==> src/hdl/tme_mod_unit.sv <==
`default_nettype none

module tme_mod_unit #(
   parameter int DIVIDEND_W = 19,
   parameter int DIVISOR_W  = 17
) (
   input  wire logic                         clock,
   input  wire logic                         reset,
   input  wire logic                         start,
   input  wire logic signed [DIVIDEND_W-1:0] dividend,
   input  wire logic [DIVISOR_W-1:0]         divisor,
   output logic                              done,
   output logic [DIVISOR_W-1:0]              result
);

   localparam int STEP_W = $clog2(DIVIDEND_W);
   localparam logic [STEP_W-1:0] STEP_LAST = STEP_W'(DIVIDEND_W - 1);

   logic                  busy_ff, busy_in;
   logic                  fix_ff, fix_in;
   logic                  done_ff, done_in;
   logic [STEP_W-1:0]     step_ff, step_in;
   logic [DIVIDEND_W-1:0] quo_ff, quo_in;
   logic [DIVISOR_W-1:0]  rem_ff, rem_in;
   logic                  neg_ff, neg_in;
   logic [DIVISOR_W-1:0]  divisor_ff, divisor_in;
   logic [DIVISOR_W-1:0]  result_ff, result_in;

   logic [DIVISOR_W:0] rem_sh;
   logic [DIVISOR_W:0] div_x;
   logic [DIVISOR_W:0] rem_diff;

   always_comb begin
      rem_sh   = {rem_ff, quo_ff[DIVIDEND_W-1]};
      div_x    = {1'b0, divisor_ff};
      rem_diff = rem_sh - div_x;

      busy_in    = busy_ff;
      fix_in     = fix_ff;
      done_in    = 1'b0;
      step_in    = step_ff;
      quo_in     = quo_ff;
      rem_in     = rem_ff;
      neg_in     = neg_ff;
      divisor_in = divisor_ff;
      result_in  = result_ff;

      if (start) begin
         neg_in     = dividend[DIVIDEND_W-1];
         quo_in     = dividend[DIVIDEND_W-1] ? -dividend : dividend;
         divisor_in = divisor;
         rem_in     = '0;
         step_in    = '0;
         busy_in    = 1'b1;
      end else if (busy_ff) begin
         rem_in  = (rem_sh >= div_x) ? rem_diff[DIVISOR_W-1:0] : rem_sh[DIVISOR_W-1:0];
         quo_in  = {quo_ff[DIVIDEND_W-2:0], 1'b0};
         step_in = step_ff + 1'b1;
         if (step_ff == STEP_LAST) begin
            busy_in = 1'b0;
            fix_in  = 1'b1;
         end
      end else if (fix_ff) begin
         fix_in    = 1'b0;
         done_in   = 1'b1;
         // non-negative remainder for a negative dividend
         result_in = (neg_ff && (rem_ff != '0)) ? (divisor_ff - rem_ff) : rem_ff;
      end
   end

   always_ff @(posedge clock) begin
      if (reset) begin
         busy_ff <= 1'b0;
         fix_ff  <= 1'b0;
         done_ff <= 1'b0;
      end else begin
         busy_ff <= busy_in;
         fix_ff  <= fix_in;
         done_ff <= done_in;
      end
      step_ff    <= step_in;
      quo_ff     <= quo_in;
      rem_ff     <= rem_in;
      neg_ff     <= neg_in;
      divisor_ff <= divisor_in;
      result_ff  <= result_in;
   end

   assign done   = done_ff;
   assign result = result_ff;

endmodule

`default_nettype wire

==> config.mk <==
export PLATFORM = sky130hd
export DESIGN_NAME = tme_mod_unit
export DESIGN_NICKNAME = d
export VERILOG_FILES = /design/src/hdl/tme_mod_unit.sv
export SDC_FILE = /design/constraint.sdc
export NUM_CORES = 1
export LEC_CHECK = 0
export BUFFER_PORTS_ARGS = -buffer_cell sky130_fd_sc_hd__buf_2
export CAP_MARGIN = 30
export CORE_MARGIN = 4
export CORE_UTILIZATION = 54
export DETAILED_ROUTE_END_ITERATION = 10
export GPL_TIMING_DRIVEN = 0
export PLACE_DENSITY = 0.77
export SYNTH_ARGS = -nofsm -noshare
export SYNTH_HDL_FRONTEND = slang
export SYNTH_SLANG_ARGS = --single-unit
==> constraint.sdc <==
create_clock -name clock -period 2.2 [get_ports clock]
set_input_delay 0.55 -clock clock [delete_from_list [all_inputs] [get_ports clock]]
set_output_delay 0.55 -clock clock [all_outputs]
set_load 0.01 [all_outputs]
==> results.cfg <==
[detailed_routing]
drtPass1Iterations = 6
vias = 4842
drt_iter0_drc = 247
drc_errors = 0
vias_per_cell = 6.08
finalWirelength_um = 14500
wl_per_cell_um = 18.2
drtAntennaViolNets = 0

[timing]
worst_slew_pin_slew_ps = 580
hold_viol_final = 0
rsz0062_at_grt = yes
relSlewSlack_pct = 61.3
slew_violations = 0
setup_viol = 34
timing.fmax_mhz = 401
min_period_ps = 2500
finalCritPeriodShare_pct = 113
setup_slack_ps = -296
skew_ps = 10.3

[cells_and_area]
syn2layout_area_growth_pct = 25.3
drive_above_1_share_pct = 31.9
instances_no_fill = 797
utilization_pct = 69.3
antennaDiodeCount = 0
num-nets-final = 736

[setup_path]
cp_data_arrival_time_ps = 2700
path_max_fanout = 2
cp_top_family = compound AO/OA/AOI/OAI gates
required_ps = 2400
cpPeakStageDelay_ps = 460
r2r_cells = 10
cp_num_buf_inv = 2
critPathKind = register to register
worstSetupEndpointType = register
reg2reg_to = result[10]
r2r_slack_ps = -300
r2r-start = divisor_ff[0]
path_common_cell = o211ai_1
cp-start-kind = register
worstPathCellList = inv_2, ha_4, fa_2, nor2b_2, o31a_1, buf_4, o211ai_1, a21oi_1, or4_1, o211ai_1
worst_path_max_delay_cell = edfxtp_1

[power_and_ir_drop]
vdd_drop_max_uv = 322
power.density_nw_per_um2 = 580
leakage_uw = 0.00260

[clock_tree]
cts_hold_buf = 0
cts_tree = done
cts_buffer_depth = 2
cts_sinks = 79
cts_made_buffers = 9
clockRootBuffer = clkbuf_8
htreeDepth = 3
path_clk_slew_ps = 80
clock_latency_ps = 360

[yosys]
synth-edff-count = 54
synth-main-ff-cell = edfxtp_1
synth-seq-area-share_pct = 39.3
synthDistinctLibCells = 74
synth.avg_cell_area_um2 = 9.56
synth_xor_area_share_pct = 6.16
synth-async-reset-ratio_pct = 0
synth_cells = 565
synth_warnings = 0
synth_compound_area_share_pct = 21.3
yosys_register_bits = 79
synth_nets = 642
synthMuxAreaShare_pct = 2.41
syn-cell-area_um2 = 5400
synthAdderAreaFrac_pct = 9.08
synthSimpleGateAreaFrac_pct = 16.8
synth_top_family_by_area = compound AO/OA/AOI/OAI gates

[die]
start_util_pct = 55.3
row_count = 36
die_area_um2 = 11700
die_h_um = 108
die_w_um = 108
io_pins = 57
core_um2 = 9770

[grt]
grt_usage_pct = 24.3
grt_overflow = 0
grt_pass1_wl_um = 22400
antenna_found_initial = 0
grt_pass1_vias = 4686
grt_max_degree = 27

[min_path]
worstHoldStart = divisor[2]
min-delay-path-class = primary input to register
min_path_cells = 1
hold_end = divisor_ff[2]

[job]
maxCapViolations = 0

[placement]
dp_hpwl_um = 10100
place_congestion = 0.912
place_ws_ps = -1160
dp_cells = 754
numPortBuffers = 56

[run_status]
status = finished, violations left
violations = negative setup slack
-- power breakdown --
part           internal [uW]  switching (uW)  leakage, uW
registers               1690            59.5     0.000729
logic                    449             551      0.00177
clock network            627             545     0.000102
-- repair_timing --
| item | in CTS | in global routing |
|---|---|---|
| gates resized for setup | 64 | 46 |
| endpoints found under the setup margin | 75 | 37 |
| pin swaps | 44 | 25 |
| gates cloned | 1 | 0 |
| buffers inserted | 26 | 4 |
-- worst register-to-register path, stage by stage, from the launching register on --
cell and delay (ps):
edfxtp_1 460, inv_2 110, ha_4 140, fa_2 230, nor2b_2 60, o31a_1 270, buf_4 140, o211ai_1 280
a21oi_1 140, or4_1 420, o211ai_1 90
-- registers in the layout, indices dropped and copies added (netlist names) --
signal / cells
quo_ff: 19
divisor_ff: 17
rem_ff: 17
result: 17
step_ff: 5
busy_ff: 1
done: 1
fix_ff: 1
neg_ff: 1
-- per-layer routing --
metal / up-vias / part of all wire [%] / global-route usage [%]
met1: 2319 / 42 / 30.2
met2: 184 / 49 / 41.2
li1: 2307 / - / -
met4: 0 / 2.7 / 9.74
met3: 32 / 6.6 / 5.19
met5: - / 0 / 0
-- layout by cell type, fill, tap and decap left out, types with 9 or more instances in the layout --
cell / Yosys / layout
o31ai_1: 10 / 9
ha_1: 36 / 22
nand3_1: 13 / 11
nor3_1: 13 / 13
o21ai_0: 28 / 22
xnor2_1: 16 / 16
nand2_1: 41 / 38
o21a_1: 10 / 10
dfxtp_1: 25 / 17
inv_1: 40 / 35
a21oi_1: 34 / 28
buf_2: 3 / 57
edfxtp_1: 54 / 54
clkbuf_8: 0 / 10
xor2_1: 22 / 21
buf_4: 1 / 24
nor2_1: 40 / 37
nand2b_1: 12 / 11
clkbuf_1: 15 / 11
-- how the worst max path moves through the flow --
stage                        from          to  slack, ps  cells after the start
global placement            start   rem_ff[5]      -1110                      5
floorplan             dividend[5]  quo_ff[12]        -70                      5
finish              divisor_ff[0]  result[10]       -300                     10
detailed placement          start  rem_ff[11]      -1160                      5
global route        divisor_ff[0]  result[10]       -430                     11
CTS                 divisor_ff[0]  result[14]       -230                     10
-- cell usage after synthesis (all sizes together) (13+ instances only) --
cell	instances	area share, %
a21oi	36	3.5
clkbuf	15	1.0
dfxtp	25	9.3
edfxtp	54	30
ha	36	8.3
inv	40	2.8
nand2	41	2.8
nand3	13	1.2
nor2	41	2.9
nor3	14	1.4
o21ai	34	3.4
xnor2	16	2.6
xor2	22	3.6
-- kinds of logic after synthesis --
family / Yosys count
AO/OA/AOI/OAI: 160
XOR/XNOR: 38
adder cells (fa/ha/maj): 38
buffers and inverters: 64
flip-flops: 79
multiplexers: 12
AND/OR/NAND/NOR: 174
-- cell type report --
type                    instances  area [um^2]
plain buffers                  21          130
inverters                      41          159
multi-input cells             422         3430
well taps                     133          166
clock buffers                  14          174
flip-flops and latches         79         2140
fillers                       746         3010
clock inverters                 2         37.5
repair buffers                 85          534
-- stage by stage --
| stage | TNS (ps) | power [uW] | hold slack [ps] | area [um^2] |
|---|---|---|---|---|
| after floorplan | -382 | 2350 | 464 | 5450 |
| after global placement | -53160 | 2530 | 472 | 5900 |
| after detailed placement | -55680 | 2560 | 494 | 5900 |
| after CTS | -2480 | 3820 | 344 | 6550 |
| after global routing | -7930 | 4080 | 345 | 6770 |
| final | -4800 | 3920 | 362 | 6770 |
No activity file was read; power rests on OpenSTA's default activity.
